### src/rtl/ltdp_pkg.sv
package ltdp_pkg;

	// Field widths of the token and byte channels
	localparam int KIND_W = 2;
	localparam int BYTE_W = 8;
	localparam int DIST_W = 14;
	localparam int LEN_W  = 9;
	localparam int NEG_W  = 13;

	// Descriptor word
	localparam int             DESC_BITS = 16;
	localparam logic [4:0]     BITS_FULL = 5'd16;

	// Token classification limits
	localparam logic [LEN_W-1:0]  LEN_MIN        = 9'd2;
	localparam logic [LEN_W-1:0]  SHORT_MAX_LEN  = 9'd5;
	localparam logic [LEN_W-1:0]  MID_MAX_LEN    = 9'd9;
	localparam logic [DIST_W-1:0] DIST_MIN       = 14'd1;
	localparam logic [DIST_W-1:0] SHORT_MAX_DIST = 14'd256;

	// Byte constants
	localparam logic [BYTE_W-1:0] ZERO_BYTE    = 8'h00;
	localparam logic [BYTE_W-1:0] TERM_HI      = 8'hF0;
	localparam logic [BYTE_W-1:0] DIST_HI_MASK = 8'hF8;
	localparam logic [BYTE_W-1:0] LEN_LO_MASK  = 8'h07;

	typedef enum logic [1:0] {
		KIND_LIT   = 2'd0,
		KIND_MATCH = 2'd1,
		KIND_FIN   = 2'd2,
		KIND_RSVD  = 2'd3
	} kind_t;

	// Token class, fixed at accept time
	typedef enum logic [2:0] {
		CLS_NONE,
		CLS_LIT,
		CLS_SHORT,
		CLS_MID,
		CLS_LONG,
		CLS_FIN
	} cls_t;

	// Micro-operations
	typedef enum logic [1:0] {
		OP_NOP,
		OP_BIT,
		OP_BYTE,
		OP_FLUSH
	} uop_t;

	typedef enum logic [1:0] {
		BSRC_ZERO,
		BSRC_ONE,
		BSRC_LEN1,
		BSRC_LEN0
	} bsrc_t;

	typedef enum logic [2:0] {
		YSRC_LIT,
		YSRC_NEG_LO,
		YSRC_MID_HI,
		YSRC_DIST_HI,
		YSRC_LEN_M1,
		YSRC_ZERO,
		YSRC_TERM_HI
	} ysrc_t;

	typedef enum logic {
		COND_NEXT,
		COND_IF_LONG
	} cond_t;

	localparam int UPC_W = 5;
	typedef logic [UPC_W-1:0] upc_t;

	// Program entry points and the long-match jump target
	localparam upc_t UPC_LIT   = 5'd0;
	localparam upc_t UPC_SHORT = 5'd2;
	localparam upc_t UPC_MID   = 5'd7;
	localparam upc_t UPC_LONG  = 5'd11;
	localparam upc_t UPC_FIN   = 5'd13;

	typedef struct packed {
		uop_t  op;
		bsrc_t bit_src;
		ysrc_t byte_src;
		logic  mark;
		cond_t cond;
		upc_t  target;
		logic  done;
	} uword_t;

	// Sequencer to datapath
	typedef struct packed {
		logic  exec;
		uop_t  op;
		bsrc_t bit_src;
		ysrc_t byte_src;
		logic  mark;
	} ctrl_t;

	// Datapath to sequencer
	typedef struct packed {
		logic busy;
		cls_t cls;
	} stat_t;

	function automatic uword_t uw(uop_t op, bsrc_t bs, ysrc_t ys, logic mark,
			cond_t cond, upc_t target, logic done);
		uword_t w;
		w.op       = op;
		w.bit_src  = bs;
		w.byte_src = ys;
		w.mark     = mark;
		w.cond     = cond;
		w.target   = target;
		w.done     = done;
		return w;
	endfunction

	// Control store. mark: a group flush raised by this step closes the item.
	function automatic uword_t ucode_rom(upc_t a);
		uword_t w;
		case (a)
			// literal
			5'd0:  w = uw(OP_BIT,  BSRC_ONE,  YSRC_ZERO,    1'b1, COND_NEXT, UPC_LIT, 1'b0);
			5'd1:  w = uw(OP_BYTE, BSRC_ZERO, YSRC_LIT,     1'b1, COND_NEXT, UPC_LIT, 1'b1);
			// short match
			5'd2:  w = uw(OP_BIT,  BSRC_ZERO, YSRC_ZERO,    1'b1, COND_NEXT, UPC_LIT, 1'b0);
			5'd3:  w = uw(OP_BIT,  BSRC_ZERO, YSRC_ZERO,    1'b1, COND_NEXT, UPC_LIT, 1'b0);
			5'd4:  w = uw(OP_BIT,  BSRC_LEN1, YSRC_ZERO,    1'b1, COND_NEXT, UPC_LIT, 1'b0);
			5'd5:  w = uw(OP_BIT,  BSRC_LEN0, YSRC_ZERO,    1'b1, COND_NEXT, UPC_LIT, 1'b0);
			5'd6:  w = uw(OP_BYTE, BSRC_ZERO, YSRC_NEG_LO,  1'b1, COND_NEXT, UPC_LIT, 1'b1);
			// mid match, long match branches off after the low distance byte
			5'd7:  w = uw(OP_BIT,  BSRC_ZERO, YSRC_ZERO,    1'b1, COND_NEXT, UPC_LIT, 1'b0);
			5'd8:  w = uw(OP_BIT,  BSRC_ONE,  YSRC_ZERO,    1'b1, COND_NEXT, UPC_LIT, 1'b0);
			5'd9:  w = uw(OP_BYTE, BSRC_ZERO, YSRC_NEG_LO,  1'b1, COND_IF_LONG, UPC_LONG,
					1'b0);
			5'd10: w = uw(OP_BYTE, BSRC_ZERO, YSRC_MID_HI,  1'b1, COND_NEXT, UPC_LIT, 1'b1);
			5'd11: w = uw(OP_BYTE, BSRC_ZERO, YSRC_DIST_HI, 1'b1, COND_NEXT, UPC_LIT, 1'b0);
			5'd12: w = uw(OP_BYTE, BSRC_ZERO, YSRC_LEN_M1,  1'b1, COND_NEXT, UPC_LIT, 1'b1);
			// finish: terminator match, then final flush
			5'd13: w = uw(OP_BIT,  BSRC_ZERO, YSRC_ZERO,    1'b0, COND_NEXT, UPC_LIT, 1'b0);
			5'd14: w = uw(OP_BIT,  BSRC_ONE,  YSRC_ZERO,    1'b0, COND_NEXT, UPC_LIT, 1'b0);
			5'd15: w = uw(OP_BYTE, BSRC_ZERO, YSRC_ZERO,    1'b0, COND_NEXT, UPC_LIT, 1'b0);
			5'd16: w = uw(OP_BYTE, BSRC_ZERO, YSRC_TERM_HI, 1'b0, COND_NEXT, UPC_LIT, 1'b0);
			5'd17: w = uw(OP_BYTE, BSRC_ZERO, YSRC_ZERO,    1'b0, COND_NEXT, UPC_LIT, 1'b0);
			5'd18: w = uw(OP_FLUSH, BSRC_ZERO, YSRC_ZERO,   1'b1, COND_NEXT, UPC_LIT, 1'b1);
			default: w = uw(OP_NOP, BSRC_ZERO, YSRC_ZERO,   1'b0, COND_NEXT, UPC_LIT, 1'b1);
		endcase
		return w;
	endfunction

endpackage

### src/rtl/ltdp_if.sv
// Token channel
interface ltdp_tok_if;
	import ltdp_pkg::*;

	logic                valid;
	logic                ready;
	logic [KIND_W-1:0]   kind;
	logic [BYTE_W-1:0]   literal_value;
	logic [DIST_W-1:0]   distance;
	logic [LEN_W-1:0]    length;

	modport source (output valid, output kind, output literal_value, output distance,
		output length, input ready);
	modport sink (input valid, input kind, input literal_value, input distance,
		input length, output ready);
endinterface

// Compressed byte channel
interface ltdp_byte_if;
	import ltdp_pkg::*;

	logic                valid;
	logic                ready;
	logic [BYTE_W-1:0]   out_byte;
	logic                last;

	modport source (output valid, output out_byte, output last, input ready);
	modport sink (input valid, input out_byte, input last, output ready);
endinterface

### src/rtl/lz_token_descriptor_packer.sv
// LZ token packer: turns literal, match and finish tokens into a descriptor-bit /
// data-byte stream, sent as bytes on the byte channel. A token is taken and
// classified, dispatched in a decode state and then run by a small microprogram at
// one step per cycle while no group is being sent (literal 2 steps, short match 5,
// mid match 4, long match 5, finish 6). When the sixteenth descriptor bit lands, the
// group is sent out: descriptor low byte, high byte, then the buffered group bytes,
// one byte per cycle through the single output port while the receiver takes them.
// The program waits while the group is taken and its bytes are issued; a group
// buffers at most about two dozen bytes. Finish adds the terminator match, sends the
// partial group right-aligned and returns the group state to its reset values. The
// last byte of a group carries last = 1 unless a terminator-match bit of finish
// closed the group. The group buffer needs no clearing after reset.
module lz_token_descriptor_packer #(
	parameter int GROUP_BUFFER_DEPTH = 32,
	parameter int MAX_DISTANCE       = 8192,
	parameter int MAX_LENGTH         = 256
) (
	input  logic        clk,
	input  logic        arst_n,
	ltdp_tok_if.sink    token,
	ltdp_byte_if.source stream
);
	import ltdp_pkg::*;

	ctrl_t ctrl;
	stat_t stat;
	logic  seq_idle;
	logic  tok_acc;

	assign token.ready = seq_idle && !stat.busy;
	assign tok_acc     = token.valid && token.ready;

	ltdp_useq u_useq (
		.clk     (clk),
		.arst_n  (arst_n),
		.tok_acc (tok_acc),
		.stat    (stat),
		.ctrl    (ctrl),
		.idle    (seq_idle)
	);

	ltdp_dpath #(
		.GROUP_BUFFER_DEPTH (GROUP_BUFFER_DEPTH),
		.MAX_DISTANCE       (MAX_DISTANCE),
		.MAX_LENGTH         (MAX_LENGTH)
	) u_dpath (
		.clk           (clk),
		.arst_n        (arst_n),
		.tok_acc       (tok_acc),
		.kind          (token.kind),
		.literal_value (token.literal_value),
		.distance      (token.distance),
		.length        (token.length),
		.ctrl          (ctrl),
		.stat          (stat),
		.out_valid     (stream.valid),
		.out_ready     (stream.ready),
		.out_byte      (stream.out_byte),
		.out_last      (stream.last)
	);

	// no micro-step may touch group state while a group is being sent
	a_step_not_busy: assert property (@(posedge clk) disable iff (!arst_n)
		ctrl.exec |-> !stat.busy)
		else $error("micro-step executed during group flush");

	// the cycle after an accept is spent classifying the item
	a_decode_gap: assert property (@(posedge clk) disable iff (!arst_n)
		tok_acc |=> !ctrl.exec)
		else $error("micro-step executed in the classify cycle");

	// a final flush step must hold off the next item
	a_flush_holds: assert property (@(posedge clk) disable iff (!arst_n)
		(ctrl.exec && ctrl.op == OP_FLUSH) |=> (stat.busy && !token.ready))
		else $error("final flush did not block the token channel");

endmodule

### src/rtl/ltdp_ram.sv
module ltdp_ram #(
	parameter int WIDTH = 8,
	parameter int DEPTH = 32,
	localparam int AW = (DEPTH > 1) ? $clog2(DEPTH) : 1
) (
	input  logic             clk,
	input  logic             wr_en,
	input  logic [AW-1:0]    wr_addr,
	input  logic [WIDTH-1:0] wr_data,
	input  logic             rd_en,
	input  logic [AW-1:0]    rd_addr,
	output logic [WIDTH-1:0] rd_data
);

	logic [WIDTH-1:0] mem_q [DEPTH];

	// one write port, one registered read port
	always_ff @(posedge clk) begin
		if (wr_en) begin
			mem_q[wr_addr] <= wr_data;
		end
		if (rd_en) begin
			rd_data <= mem_q[rd_addr];
		end
	end

endmodule

### src/rtl/ltdp_useq.sv
module ltdp_useq (
	input  logic            clk,
	input  logic            arst_n,
	input  logic            tok_acc,
	input  ltdp_pkg::stat_t stat,
	output ltdp_pkg::ctrl_t ctrl,
	output logic            idle
);
	import ltdp_pkg::*;

	typedef enum logic [1:0] {
		ST_IDLE,
		ST_DECODE,
		ST_RUN
	} state_t;

	state_t state_q;
	upc_t   upc_q;
	uword_t word;

	assign word = ucode_rom(upc_q);

	// control word out to the datapath; a step waits while a group drains
	always_comb begin
		ctrl.exec     = (state_q == ST_RUN) && !stat.busy;
		ctrl.op       = word.op;
		ctrl.bit_src  = word.bit_src;
		ctrl.byte_src = word.byte_src;
		ctrl.mark     = word.mark;
	end

	assign idle = (state_q == ST_IDLE);

	// step counter with entry dispatch and conditional jump
	always_ff @(posedge clk or negedge arst_n) begin
		if (!arst_n) begin
			state_q <= ST_IDLE;
			upc_q   <= UPC_LIT;
		end else begin
			case (state_q)
				ST_IDLE: begin
					if (tok_acc) begin
						state_q <= ST_DECODE;
					end
				end
				ST_DECODE: begin
					state_q <= ST_RUN;
					case (stat.cls)
						CLS_LIT:   upc_q <= UPC_LIT;
						CLS_SHORT: upc_q <= UPC_SHORT;
						CLS_MID:   upc_q <= UPC_MID;
						CLS_LONG:  upc_q <= UPC_MID;
						CLS_FIN:   upc_q <= UPC_FIN;
						default:   state_q <= ST_IDLE;
					endcase
				end
				ST_RUN: begin
					if (!stat.busy) begin
						if (word.done) begin
							state_q <= ST_IDLE;
						end else if (word.cond == COND_IF_LONG && stat.cls == CLS_LONG) begin
							upc_q <= word.target;
						end else begin
							upc_q <= upc_q + upc_t'(1);
						end
					end
				end
				default: state_q <= ST_IDLE;
			endcase
		end
	end

endmodule

### src/rtl/ltdp_dpath.sv
module ltdp_dpath #(
	parameter int GROUP_BUFFER_DEPTH = 32,
	parameter int MAX_DISTANCE       = 8192,
	parameter int MAX_LENGTH         = 256
) (
	input  logic                         clk,
	input  logic                         arst_n,
	input  logic                         tok_acc,
	input  logic [ltdp_pkg::KIND_W-1:0]  kind,
	input  logic [ltdp_pkg::BYTE_W-1:0]  literal_value,
	input  logic [ltdp_pkg::DIST_W-1:0]  distance,
	input  logic [ltdp_pkg::LEN_W-1:0]   length,
	input  ltdp_pkg::ctrl_t              ctrl,
	output ltdp_pkg::stat_t              stat,
	output logic                         out_valid,
	input  logic                         out_ready,
	output logic [ltdp_pkg::BYTE_W-1:0]  out_byte,
	output logic                         out_last
);
	import ltdp_pkg::*;

	localparam int DEPTH = GROUP_BUFFER_DEPTH;
	localparam int AW    = (DEPTH > 1) ? $clog2(DEPTH) : 1;
	localparam int CW    = $clog2(DEPTH + 1);
	localparam int IW    = $clog2(DEPTH + 2);
	localparam logic [DIST_W-1:0] DIST_MAX = DIST_W'(MAX_DISTANCE);
	localparam logic [LEN_W-1:0]  LEN_MAX  = LEN_W'(MAX_LENGTH);
	localparam logic [CW-1:0]     CNT_MAX  = CW'(DEPTH);

	// token operands
	logic [DIST_W-1:0] dist_sat;
	logic [LEN_W-1:0]  len_sat;
	logic [DIST_W-1:0] neg_full;
	logic [LEN_W-1:0]  len_m1;
	logic [LEN_W-1:0]  len_m2;
	logic              is_short;
	cls_t              cls_c;
	cls_t              cls_q;
	logic [BYTE_W-1:0] lit_q;
	logic [NEG_W-1:0]  neg_q;
	logic [BYTE_W-1:0] lenm1_q;
	logic [2:0]        lenm2_q;

	// group state
	logic [DESC_BITS-1:0] desc_q;
	logic [4:0]           bits_left_q;
	logic [4:0]           bl_dec;
	logic [CW-1:0]        count_q;
	logic                 bit_val;
	logic [BYTE_W-1:0]    byte_val;
	logic [BYTE_W-1:0]    dist_hi;
	logic [DESC_BITS-1:0] desc_aligned;

	// flush request and byte issue
	logic                 flush_req_q;
	logic                 flush_final_q;
	logic                 flush_mark_q;
	logic                 flush_start;
	logic                 emit_active_q;
	logic [IW-1:0]        emit_idx_q;
	logic [CW-1:0]        emit_total_q;
	logic [DESC_BITS-1:0] emit_desc_q;
	logic                 emit_mark_q;
	logic                 idx_last;
	logic [IW-1:0]        ram_ra;
	logic                 issue_move;

	// issue -> s1 -> output register
	logic                 valid_s1;
	logic [BYTE_W-1:0]    byte_s1;
	logic                 use_ram_s1;
	logic                 last_s1;
	logic                 s1_move;
	logic                 out_free;
	logic [BYTE_W-1:0]    ram_rd;
	logic                 ram_we;
	logic                 out_valid_q;
	logic [BYTE_W-1:0]    out_byte_q;
	logic                 out_last_q;

	// saturate and classify the incoming token
	always_comb begin
		if (distance < DIST_MIN) begin
			dist_sat = DIST_MIN;
		end else if (distance > DIST_MAX) begin
			dist_sat = DIST_MAX;
		end else begin
			dist_sat = distance;
		end
		if (length < LEN_MIN) begin
			len_sat = LEN_MIN;
		end else if (length > LEN_MAX) begin
			len_sat = LEN_MAX;
		end else begin
			len_sat = length;
		end
		neg_full = {DIST_W{1'b0}} - dist_sat;
		len_m1   = len_sat - LEN_W'(1);
		len_m2   = len_sat - LEN_MIN;
		is_short = (len_sat <= SHORT_MAX_LEN) && (dist_sat <= SHORT_MAX_DIST);
		case (kind_t'(kind))
			KIND_LIT:   cls_c = CLS_LIT;
			KIND_MATCH: cls_c = is_short ? CLS_SHORT :
				((len_sat > MID_MAX_LEN) ? CLS_LONG : CLS_MID);
			KIND_FIN:   cls_c = CLS_FIN;
			default:    cls_c = CLS_NONE;
		endcase
	end

	// descriptor bit and data byte selected by the control word
	always_comb begin
		dist_hi = BYTE_W'(neg_q >> 5) & DIST_HI_MASK;
		case (ctrl.bit_src)
			BSRC_ZERO: bit_val = 1'b0;
			BSRC_ONE:  bit_val = 1'b1;
			BSRC_LEN1: bit_val = lenm2_q[1];
			BSRC_LEN0: bit_val = lenm2_q[0];
			default:   bit_val = 1'b0;
		endcase
		case (ctrl.byte_src)
			YSRC_LIT:     byte_val = lit_q;
			YSRC_NEG_LO:  byte_val = neg_q[BYTE_W-1:0];
			YSRC_MID_HI:  byte_val = dist_hi | ({5'd0, lenm2_q} & LEN_LO_MASK);
			YSRC_DIST_HI: byte_val = dist_hi;
			YSRC_LEN_M1:  byte_val = lenm1_q;
			YSRC_ZERO:    byte_val = ZERO_BYTE;
			YSRC_TERM_HI: byte_val = TERM_HI;
			default:      byte_val = ZERO_BYTE;
		endcase
	end

	// descriptor right-aligned by the bits still free; an empty group sends zero
	assign desc_aligned = (bits_left_q >= BITS_FULL) ? {DESC_BITS{1'b0}} :
		(desc_q >> bits_left_q[3:0]);
	assign bl_dec = (bits_left_q != 5'd0) ? (bits_left_q - 5'd1) : 5'd0;

	assign flush_start = flush_req_q && !emit_active_q;
	assign out_free    = !out_valid_q || out_ready;
	assign s1_move     = valid_s1 && out_free;
	assign issue_move  = emit_active_q && (!valid_s1 || s1_move);
	assign idx_last    = (emit_idx_q == (IW'(emit_total_q) + IW'(1)));
	assign ram_ra      = emit_idx_q - IW'(2);
	assign ram_we      = ctrl.exec && (ctrl.op == OP_BYTE) && (count_q < CNT_MAX);

	assign stat.busy = flush_req_q || emit_active_q;
	assign stat.cls  = cls_q;

	ltdp_ram #(
		.WIDTH (BYTE_W),
		.DEPTH (DEPTH)
	) u_group_ram (
		.clk     (clk),
		.wr_en   (ram_we),
		.wr_addr (count_q[AW-1:0]),
		.wr_data (byte_val),
		.rd_en   (issue_move),
		.rd_addr (ram_ra[AW-1:0]),
		.rd_data (ram_rd)
	);

	// group state, flush control and emit pipeline valids
	always_ff @(posedge clk or negedge arst_n) begin
		if (!arst_n) begin
			cls_q         <= CLS_NONE;
			desc_q        <= '0;
			bits_left_q   <= BITS_FULL;
			count_q       <= '0;
			flush_req_q   <= 1'b0;
			flush_final_q <= 1'b0;
			flush_mark_q  <= 1'b0;
			emit_active_q <= 1'b0;
			emit_idx_q    <= '0;
			emit_total_q  <= '0;
			emit_mark_q   <= 1'b0;
			valid_s1      <= 1'b0;
			out_valid_q   <= 1'b0;
		end else begin
			if (tok_acc) begin
				cls_q <= cls_c;
			end

			// one micro-step
			if (ctrl.exec) begin
				case (ctrl.op)
					OP_BIT: begin
						desc_q      <= {bit_val, desc_q[DESC_BITS-1:1]};
						bits_left_q <= bl_dec;
						if (bl_dec == 5'd0) begin
							flush_req_q   <= 1'b1;
							flush_final_q <= 1'b0;
							flush_mark_q  <= ctrl.mark;
						end
					end
					OP_BYTE: begin
						if (count_q < CNT_MAX) begin
							count_q <= count_q + CW'(1);
						end
					end
					OP_FLUSH: begin
						flush_req_q   <= 1'b1;
						flush_final_q <= 1'b1;
						flush_mark_q  <= ctrl.mark;
					end
					default: ;
				endcase
			end

			// snapshot the group and open a new one
			if (flush_start) begin
				flush_req_q   <= 1'b0;
				emit_active_q <= 1'b1;
				emit_idx_q    <= '0;
				emit_total_q  <= count_q;
				emit_mark_q   <= flush_mark_q;
				count_q       <= '0;
				bits_left_q   <= BITS_FULL;
				if (flush_final_q) begin
					desc_q <= '0;
				end
			end

			// walk descriptor low, high, then buffered bytes
			if (issue_move) begin
				if (idx_last) begin
					emit_active_q <= 1'b0;
				end else begin
					emit_idx_q <= emit_idx_q + IW'(1);
				end
			end

			if (issue_move) begin
				valid_s1 <= 1'b1;
			end else if (s1_move) begin
				valid_s1 <= 1'b0;
			end

			if (s1_move) begin
				out_valid_q <= 1'b1;
			end else if (out_ready) begin
				out_valid_q <= 1'b0;
			end
		end
	end

	// payload registers
	always_ff @(posedge clk) begin
		if (tok_acc) begin
			lit_q   <= literal_value;
			neg_q   <= neg_full[NEG_W-1:0];
			lenm1_q <= len_m1[BYTE_W-1:0];
			lenm2_q <= len_m2[2:0];
		end
		if (flush_start) begin
			emit_desc_q <= desc_aligned;
		end
		if (issue_move) begin
			byte_s1    <= (emit_idx_q == '0) ? emit_desc_q[BYTE_W-1:0] :
				emit_desc_q[DESC_BITS-1:BYTE_W];
			use_ram_s1 <= (emit_idx_q >= IW'(2));
			last_s1    <= emit_mark_q && idx_last;
		end
		if (s1_move) begin
			out_byte_q <= use_ram_s1 ? ram_rd : byte_s1;
			out_last_q <= last_s1;
		end
	end

	assign out_valid = out_valid_q;
	assign out_byte  = out_byte_q;
	assign out_last  = out_last_q;

endmodule
### src/flat_wrapper.sv
// flat-port wrapper written by rule: the top's interface ports become plain ports
module lz_token_descriptor_packer_flat import ltdp_pkg::*;
#(
	parameter int GROUP_BUFFER_DEPTH = 32,
	parameter int MAX_DISTANCE       = 8192,
	parameter int MAX_LENGTH         = 256
)
  (clk, arst_n, token_valid, token_kind, token_literal_value, token_distance, token_length, token_ready, stream_valid, stream_out_byte, stream_last, stream_ready);
  ltdp_tok_if token_i ();
  ltdp_byte_if stream_i ();
  input  logic clk;
  input  logic arst_n;
  input wire logic [$bits(token_i.valid)-1:0] token_valid;
  input wire logic [$bits(token_i.kind)-1:0] token_kind;
  input wire logic [$bits(token_i.literal_value)-1:0] token_literal_value;
  input wire logic [$bits(token_i.distance)-1:0] token_distance;
  input wire logic [$bits(token_i.length)-1:0] token_length;
  output wire logic [$bits(token_i.ready)-1:0] token_ready;
  output wire logic [$bits(stream_i.valid)-1:0] stream_valid;
  output wire logic [$bits(stream_i.out_byte)-1:0] stream_out_byte;
  output wire logic [$bits(stream_i.last)-1:0] stream_last;
  input wire logic [$bits(stream_i.ready)-1:0] stream_ready;
  assign token_i.valid = token_valid;
  assign token_i.kind = token_kind;
  assign token_i.literal_value = token_literal_value;
  assign token_i.distance = token_distance;
  assign token_i.length = token_length;
  assign token_ready = token_i.ready;
  assign stream_valid = stream_i.valid;
  assign stream_out_byte = stream_i.out_byte;
  assign stream_last = stream_i.last;
  assign stream_i.ready = stream_ready;
  lz_token_descriptor_packer #(.GROUP_BUFFER_DEPTH(GROUP_BUFFER_DEPTH), .MAX_DISTANCE(MAX_DISTANCE), .MAX_LENGTH(MAX_LENGTH)) u_core (.clk(clk), .arst_n(arst_n), .token(token_i), .stream(stream_i));
endmodule
### config.mk
export PLATFORM = sky130hd
export DESIGN_NAME = lz_token_descriptor_packer_flat
export DESIGN_NICKNAME = d
export VERILOG_FILES = /design/src/rtl/ltdp_pkg.sv /design/src/rtl/ltdp_if.sv /design/src/rtl/lz_token_descriptor_packer.sv /design/src/rtl/ltdp_ram.sv /design/src/rtl/ltdp_useq.sv /design/src/rtl/ltdp_dpath.sv /design/src/flat_wrapper.sv
export SDC_FILE = /design/constraint.sdc
export NUM_CORES = 1
export LEC_CHECK = 0
export BUFFER_PORTS_ARGS = -buffer_cell sky130_fd_sc_hd__buf_4
export CORE_UTILIZATION = 40
export CTS_CLUSTER_DIAMETER = 50
export DETAILED_ROUTE_END_ITERATION = 16
export MAX_ROUTING_LAYER = met4
export SLEW_MARGIN = 20
export SYNTH_ARGS = -nofsm -noshare
export SYNTH_HDL_FRONTEND = slang
export SYNTH_SLANG_ARGS = --single-unit
### constraint.sdc
create_clock -name clk -period 7.6 [get_ports clk]
set_clock_uncertainty 0.1 [all_clocks]
set_input_delay 0.76 -clock clk [delete_from_list [all_inputs] [get_ports clk]]
set_output_delay 0.76 -clock clk [all_outputs]
set_load 0.01 [all_outputs]
Word level (Yosys, flattened, before mapping). Memory sizes are Yosys's and may differ from the RTL's. A register that Yosys moved wholly into a read port is not among the register bits. Cells that the tools add are included. Widths: inputs -> output; s select.

Register bits after elaboration: 123. Output and inout port bits: 11. ROM bits: 416. Bits in writable memories: 256. Memories: 2. Bits in latches: 0.

Magnitude comparators: 10. Shift-type cells: 1. Eq/ne operators: 28. Add/subtract/negate cells: 9. $mul: 0. Mux-type cells: 53. Reduce and logical (&&, ||, !) cells: 42. Bitwise operators: 1. Div/mod/pow operators: 0.

Memory list: (name not given) (depth 32, bits a word 13, read ports 1, clocked after Yosys merged registers in 0, wr ports 0, RTL line ltdp_pkg.sv:125) `case (a)`; u_core.u_dpath.u_group_ram.mem_q (depth 32, bits a word 8, read ports 1, clocked after Yosys merged registers in 1, wr ports 1, RTL line ltdp_ram.sv:15) `logic [WIDTH-1:0] mem_q [DEPTH];`.

Operators by type and width (count): $mux 16 (4); $pmux 8 s6 (1); $mux 6 (7); $mux 5 (7); $mux 14 (2); $pmux 5 s4 (1); $add 6x1->6 const B (3); $mux 9 (2); $mux 8 (2); $reduce_bool 2->1 (8); $shr 16x4->16 (1); $gt 14x14->1 const B (1); $le 14x9->1 const B (1); $lt 14x1->1 const B (1); $mux 1 (14); $sub 1x13->13 const A (1); $eq 2x2->1 const B (6); $eq 3x2->1 const B (4); $eq 3x3->1 const B (4); $reduce_and 3->1 (4); $logic_and 1x1->1 (11); $ne 2x2->1 const B (5); $pmux 5 s2 (1); $gt 9x4->1 const B (1); other kinds (35) (52).

Logic depth before layout (Yosys ltp). Gate-level depths: netlist of the first run.

Depth in word-level cells: 7. Gate-level depth with buffers: 10. Gate-level depth less buffers: 10.

Hierarchy. From an unflattened synthesis of the first run, not the netlist that was laid out.

Cells, all modules: 1120. Area total of the unflattened synthesis: 17289.1 sq um.

By module, submodules not included: ltdp_ram (instances 1, area an instance 10133.5 sq um, cells each 417); ltdp_dpath (instances 1, area an instance 6284.8 sq um, cells each 592); ltdp_useq (instances 1, area an instance 855.8 sq um, cells each 109); lz_token_descriptor_packer (instances 1, area an instance 15.0 sq um, cells each 2).

Worst setup path before layout of the first run. OpenSTA, ideal clock, no wires.

Path type: flip-flop to flip-flop. From: register u_core.u_dpath.emit_idx_q[1]. To: register u_core.u_dpath.u_group_ram.rd_data[0], read port of u_core.u_dpath.u_group_ram.mem_q, data pin. Path slack: 4.188 ns. Stages on the path, launching flop included: 10. Setup time: 0.260 ns. Path buffers: 4. Data arrival time: 3.052 ns. Path through: dfrtp_1 -> clkbuf_1 -> buf_2 -> buf_1 -> inv_1 -> ha_1 -> xor2_1 -> buf_6 -> mux4_2 -> mux2_2.

Longest elaborated chain between the ends: 1.

RTL lines: from (decl) (RTL line ltdp_dpath.sv:60) `logic [IW-1:0] emit_idx_q;`; from (signal assigned) (RTL line ltdp_dpath.sv:227) `emit_idx_q <= emit_idx_q + IW'(1);`; $sub 5x2->5 (RTL line ltdp_dpath.sv:142) `assign ram_ra = emit_idx_q - IW'(2);`; to (decl) (RTL line ltdp_ram.sv:12) `output logic [WIDTH-1:0] rd_data`.

No other way between the ends. A chain may end at the register's enable or synchronous reset.

Worst setup path after layout of the first run.
From: register u_core.u_useq.upc_q[1]. To: memory u_core.u_dpath.u_group_ram.mem_q[4][7], enable pin.

Longest elaborated chain between the ends: 6.

RTL lines: from (decl) (RTL line ltdp_useq.sv:18) `upc_t upc_q;`; from (signal assigned) (RTL line ltdp_useq.sv:62) `upc_q <= word.target;`; from (signal assigned) (RTL line ltdp_useq.sv:64) `upc_q <= upc_q + upc_t'(1);`; $mem_v2 32x13; $eq 2x2->1 (RTL line ltdp_dpath.sv:143) `assign ram_we = ctrl.exec && (ctrl.op == OP_BYTE) && (count_q < CNT_MAX);`; $logic_and 1x1->1 (2 in a row) (RTL line ltdp_dpath.sv:143); $mux 1 (RTL line ltdp_ram.sv:19) `if (wr_en) begin`; $mux 1 (not written as such) (RTL line ltdp_ram.sv:20) `mem_q[wr_addr] <= wr_data;`; to (decl) (RTL line ltdp_ram.sv:15).

No other way between the ends.

==> results.txt, run 1 <==
io pins: 48
Post-CTS Setup Repair Bufs: 0
Overall Power: 7.44 mW
Worst EP required: 7.70 ns
Clock Tree Buf Depth: 3
die footprint: 44000 um2
Residual DRC: 0
met2 usage: 0.255
setup TNS: 0 ns
layout cells sized above 1: 0.239
Peak Freq: 270 MHz
via count: 9402
DRT Pass-1 Iters: 5
syn avg cell area: 16.0 um2
Worst EP arrival: 3.80 ns
Rows: 75
commonest non-fill, non-tap cell in the layout: edfxtp_1
met3 Resource Use GR: 0.0296
gr ovfl total: 0
Core Footprint: 42300 um2
clk_lat worst skew: 0.57 ns
EDFF count, synth: 331
register share of total power: 0.420
Pint: 5.05 mW
clock power share: 0.268
first-pass GRT wire length: 56200 um
nets@finish: 1193
max_slew headroom: 0.318
synth warn: 0
Total GRT Usage: 0.173
most frequent cells in the layout: edfxtp_1, nor2_1, mux4_2, nand2_1, buf_4
outcome: finished clean
Util after Layout: 0.464
Net Sw Frac: 0.321
Antenna Nets Post-Route: 0
Worst Setup SP: u_core.u_useq.upc_q[1]
Min-Delay Path Class: in -> async
initial antenna violation count: 0
CTS Buf Count: 44
drt initial violations: 777
chip width: 210 um
Routed wire per std cell: 20.4 um
slowest stage delay, CP: 0.69 ns
CTS clk-pin slew, worst paths: 0.05 ns
final setup violation count: 0
root buffer cell: clkbuf_16
Clock Sink Count: 387
area delta synth->final: 13.6%
Tcrit/Tclk final: 0.488
cts hold-fix bufs: 0
post-CTS sizing: 0
CP max stage cell: nor2_1
Via density: 5.39
LEAKAGE: 6.82 nW
MaxCap Viol Count: 0
cells after synthesis: 1081
final hold slack: 0.165 ns
diode count: 0
nature of the critical path startpoint: register
Critical R2R Launch: u_core.u_useq.upc_q[1]
met1 GRT Util: 0.248
Synth Net Count: 1142
cell area after synthesis: 17300 um2
gr busiest metal: met2
switching power: 2.39 mW
maximum VDD drop: 190 uV
Most used DFF post-synth: edfxtp_1
max-slew violations: 0
number of cells after detailed placement: 1663
largest net degree at the start of global routing: 71
crit path kind: reg -> reg
RSZ-0062 raised after global routing: false
synthesized flop and latch total: 387
Seq/Total Area, Yosys: 0.656
CTS HTree Levels: 2
CTS tree: built
worst-margin pin slew: 1.02 ns
R2R setup slack: 3.89 ns
Final Non-Filler Cells: 1745
crit-path cells: inv_1 -> ha_1 -> or3b_2 -> a311oi_1 -> o21a_1 -> nand2_1 -> nor2_1
Detailed Place HPWL: 23000 um
share of synthesized registers carrying an async set or reset: 0.145
# port buffers: 47
final hold violations: 0
Gate power share: 0.312
Worst Path Max Fanout: 9
critical path capture point type: register
Initial Util: 0.408
vias in the first global route: 9380
chip height: 210 um
Total Wirelength: 35700 um
synth unique cells: 78
PwrDens: 379 nW/um2
minimum clock period: 3.71 ns
GPL Wtd Cong: 0.853
final cells by class:
type | count | area, um2
clock buffer | 63 | 1210
multi-input combinational | 614 | 5630
timing repair buffer | 59 | 443
sequential | 387 | 11300
fill | 3640 | 22700
tap | 577 | 722
clock inverter | 19 | 170
inverter | 26 | 100
cells by family after synthesis:
family	count (synthesis)	synth area share
AO/OA/AOI/OAI	128	0.0510
buffers and inverters	80	0.0195
multiplexers	177	0.172
adder cells (fa/ha/maj)	24	0.0174
XOR/XNOR	15	0.00760
flip-flops	387	0.656
AND/OR/NAND/NOR	270	0.0766
synth_stat cells (all sizes together) (13+ instances only):
library cell    n  area (um2)
o21ai          27         135
dfrtp          55        1380
a211oi         14         110
nand2          61         236
mux4           92        2070
edfxtp        331        9940
buf            22         118
a21oi          28         140
clkbuf         32         120
ha             24         300
nor2b          19         119
inv            26         100
mux2i          50         500
nand3          13        65.1
nor3           15        75.1
nor2           96         360
mux2           35         394
state kept, by name (all words and copies together), names as in the netlist, 8 cells and up:
| name | flops |
|---|---|
| u_core.u_dpath.u_group_ram.rd_data | 8 |
| u_core.u_dpath.emit_desc_q | 16 |
| u_core.u_dpath.neg_q | 13 |
| u_core.u_dpath.u_group_ram.mem_q | 256 |
| u_core.u_dpath.desc_q | 16 |
| u_core.u_dpath.out_byte | 8 |
| u_core.u_dpath.lenm1_q | 8 |
| u_core.u_dpath.byte_s1 | 8 |
| u_core.u_dpath.lit_q | 8 |
through the flow:
| stage | worst slack [ns] | cell area (um2) |
|---|---|---|
| 2_1_floorplan | 4.19 | 17300 |
| 3_3_place_gp | 3.90 | 18200 |
| 3_5_place_dp | 3.88 | 18200 |
| 4_1_cts | 3.89 | 19600 |
| 5_1_grt | 3.61 | 19600 |
| 6_report | 3.89 | 19600 |
power groups by stage:
| stage | Sequential, mW | Combinational, mW | Clock, mW |
|---|---|---|---|
| 3_5_place_dp | 3.17 | 2.36 | 0 |
| 2_1_floorplan | 3.03 | 1.68 | 0 |
| 4_1_cts | 3.13 | 2.36 | 2.05 |
| 6_report | 3.12 | 2.32 | 1.99 |
| 3_3_place_gp | 3.17 | 2.34 | 0 |
| 5_1_grt | 3.16 | 2.53 | 2.12 |
layer usage:
| layer | vias up | wire [um] |
|---|---|---|
| li1 | 4346 | - |
| met1 | 4742 | 16700 |
| met2 | 262 | 16300 |
| met3 | 52 | 2020 |
| met4 | 0 | 681 |
| met5 | - | 0 |
final timing paths:
check / cells past startpoint / endpoint
setup reg to reg: 7 / u_core.u_dpath.u_group_ram.mem_q[4][7]
hold reg to reg: 0 / u_core.u_dpath.out_last
hold / removal: 1 / u_core.u_dpath.desc_q[4]
min in group clk: 1 / u_core.u_dpath.lit_q[6]
max in group asynchronous: 1 / u_core.u_dpath.emit_idx_q[0]
setup / recovery: 7 / u_core.u_dpath.u_group_ram.mem_q[4][7]
critical path, delay by kind of cell (launching register included):
family	cells	cell delay, ns
flip-flops	1	0.46
AO/OA/AOI/OAI	2	0.84
buffers and inverters	1	0.16
AND/OR/NAND/NOR	3	1.58
adder cells (fa/ha/maj)	1	0.20
(Power assumes the default switching activity.)
==> run 2: changes to the inputs <==
==> constraint.sdc (replaced) <==
create_clock -name clk -period 3.04 [get_ports clk]
set_clock_uncertainty 0.1 [all_clocks]
set_input_delay 0.304 -clock clk [delete_from_list [all_inputs] [get_ports clk]]
set_output_delay 0.304 -clock clk [all_outputs]
set_load 0.01 [all_outputs]
==> run 2 against run 1 <==
Clock power increased to 2.6 times the previous value. Critical path type unchanged. Count of clock-buffer cells in the layout decreased by 9. Combinational power increased to 2.8 times the previous value. Sequential power increased by 150%. Largest power group unchanged.
==> results.txt, run 2 (synthesized netlist as in run 1, its figures left out) <==
outcome: finished clean
drt initial violations: 661
Min-Delay Path Class: in -> reg
chip height: 210 um
worst hold start: token_distance[8]
Filler Cells Inserted: 3608
Reg2Reg Depth: 7
PwrDens: 943 nW/um2
MaxCap Viol Count: 0
Total Wirelength: 36000 um
max FFs per register: 256
via count: 9650
CTS clk-pin slew, worst paths: 0.06 ns
WHS Endpoint: u_core.u_dpath.neg_q[8]
diode count: 0
layout cells sized above 1: 0.271
CTS HTree Levels: 2
final setup violation count: 0
io pins: 48
LEAKAGE: 7.33 nW
Worst EP arrival: 3.03 ns
Worst Path Max Fanout: 10
largest registers: u_core.u_dpath.u_group_ram.mem_q (256), u_core.u_dpath.desc_q (16), u_core.u_dpath.emit_desc_q (16)
Post-CTS Setup Repair Bufs: 0
Worst EP required: 3.27 ns
RSZ-0062 raised after global routing: false
max_slew headroom: 0.433
clk_lat worst skew: 0.59 ns
Rows: 75
critical path capture point type: register
final hold violations: 0
root buffer cell: clkbuf_16
reg2reg end: u_core.u_dpath.u_group_ram.mem_q[15][3]
R2R setup slack: 0.23 ns
setup TNS: 0 ns
Via density: 5.26
Routed wire per std cell: 19.7 um
CTS tree: built
nets@finish: 1282
Antenna Nets Post-Route: 0
initial antenna violation count: 0
first-pass GRT wire length: 56900 um
max-slew violations: 0
die footprint: 44000 um2
Initial Util: 0.408
commonest non-fill, non-tap cell in the layout: edfxtp_1
Critical R2R Launch: u_core.u_useq.upc_q[0]
most frequent cells in the layout: edfxtp_1, buf_4, nor2_1, mux4_2, nand2_1
area delta synth->final: 18.8%
worst-margin pin slew: 0.851 ns
Residual DRC: 0
nature of the critical path startpoint: register
Detailed Place HPWL: 23800 um
Peak Freq: 356 MHz
Placed Area: 18800 um2
Biggest register: u_core.u_dpath.u_group_ram.mem_q
crit path kind: reg -> reg
minimum clock period: 2.81 ns
hold path cells: 3
Clock Sink Count: 387
# port buffers: 47
CTS Buf Count: 44
maximum VDD drop: 504 uV
Clock Tree Buf Depth: 3
Tcrit/Tclk final: 0.924
chip width: 210 um
vias in the first global route: 9912
GPL Wtd Cong: 0.876
Design Area, Final: 20500 um2
DRT Pass-1 Iters: 5
largest net degree at the start of global routing: 57
Core Footprint: 42300 um2
Total GRT Usage: 0.175
gr ovfl total: 0
run 2: changes by cell type in the layout (fill, tap and decap cells not counted), sizes merged:
cell,delta
clkbuf,-9
clkinv,+7
dlygate4sd3,+24
buf,+65
bufinv,+2
inv,+1
clkinvlp,-2
run 2: area by class of cell:
cell class                      count  area [um2]  area share
Multi-Input combinational cell    614        5650       0.275
Timing Repair Buffer              148        1270      0.0619
Tap cell                          577         722      0.0352
Clock inverter                     27         279      0.0136
Clock buffer                       54        1160      0.0564
Sequential cell                   387       11300       0.553
Inverter                           26         100     0.00488
run 2: critical path, cell delays in order (launching register included):
cell	delay (ns)
dfrtp_1	0.42
inv_1	0.10
ha_1	0.30
and2_1	0.21
o311a_1	0.40
o211ai_2	0.69
nor2_1	0.13
buf_4	0.21
run 2: where the power goes:
part / switching (mW) / internal [mW] / total, mW
clock: 2.15 / 3.01 / 5.16
combinational: 3.67 / 2.88 / 6.55
sequential: 0.397 / 7.25 / 7.65
run 2: through the flow:
step | setup slack, ns | power (mW) | hold slack (ns) | std cells | util
CTS | 0.0511 | 19.6 | 0.0175 | 1833 | 0.485
global route | 0.0316 | 20.3 | 0.0466 | 1833 | 0.485
finish | 0.231 | 19.4 | 0.0420 | 1833 | 0.485
global placement | 0.102 | 14.3 | 0.313 | 1728 | 0.445
floorplan | 0.0980 | 11.8 | -0.0916 | 1081 | -
detailed placement | 0.0534 | 14.4 | 0.314 | 1728 | 0.445
run 2: timing repair:
item | CTS | global route
hold buffers | 24 | 0
setup endpoints to repair | 0 | 32
endpoints found under the hold margin | 76 | 0
resized for setup | 0 | 1
run 2: worst max path at each step:
stage,startpoint,end,cells past startpoint
after global routing,u_core.u_useq.upc_q[0],u_core.u_dpath.count_q[4],8
after global placement,u_core.u_useq.upc_q[1],u_core.u_dpath.u_group_ram.mem_q[15][7],7
after floorplan,u_core.u_dpath.emit_idx_q[1],u_core.u_dpath.u_group_ram.rd_data[0],9
final,u_core.u_useq.upc_q[0],u_core.u_dpath.u_group_ram.mem_q[15][3],7
after CTS,u_core.u_useq.upc_q[1],u_core.u_dpath.u_group_ram.mem_q[15][4],7
after detailed placement,u_core.u_useq.upc_q[1],u_core.u_dpath.u_group_ram.mem_q[15][7],7
run 2: per-layer routing:
metal | vias up | track usage | part of all wire
met4 | 0 | 0.0541 | 0.023
met1 | 4871 | 0.234 | 0.46
met3 | 54 | 0.0337 | 0.042
li1 | 4522 | - | -
met2 | 203 | 0.271 | 0.47
met5 | - | - | 0
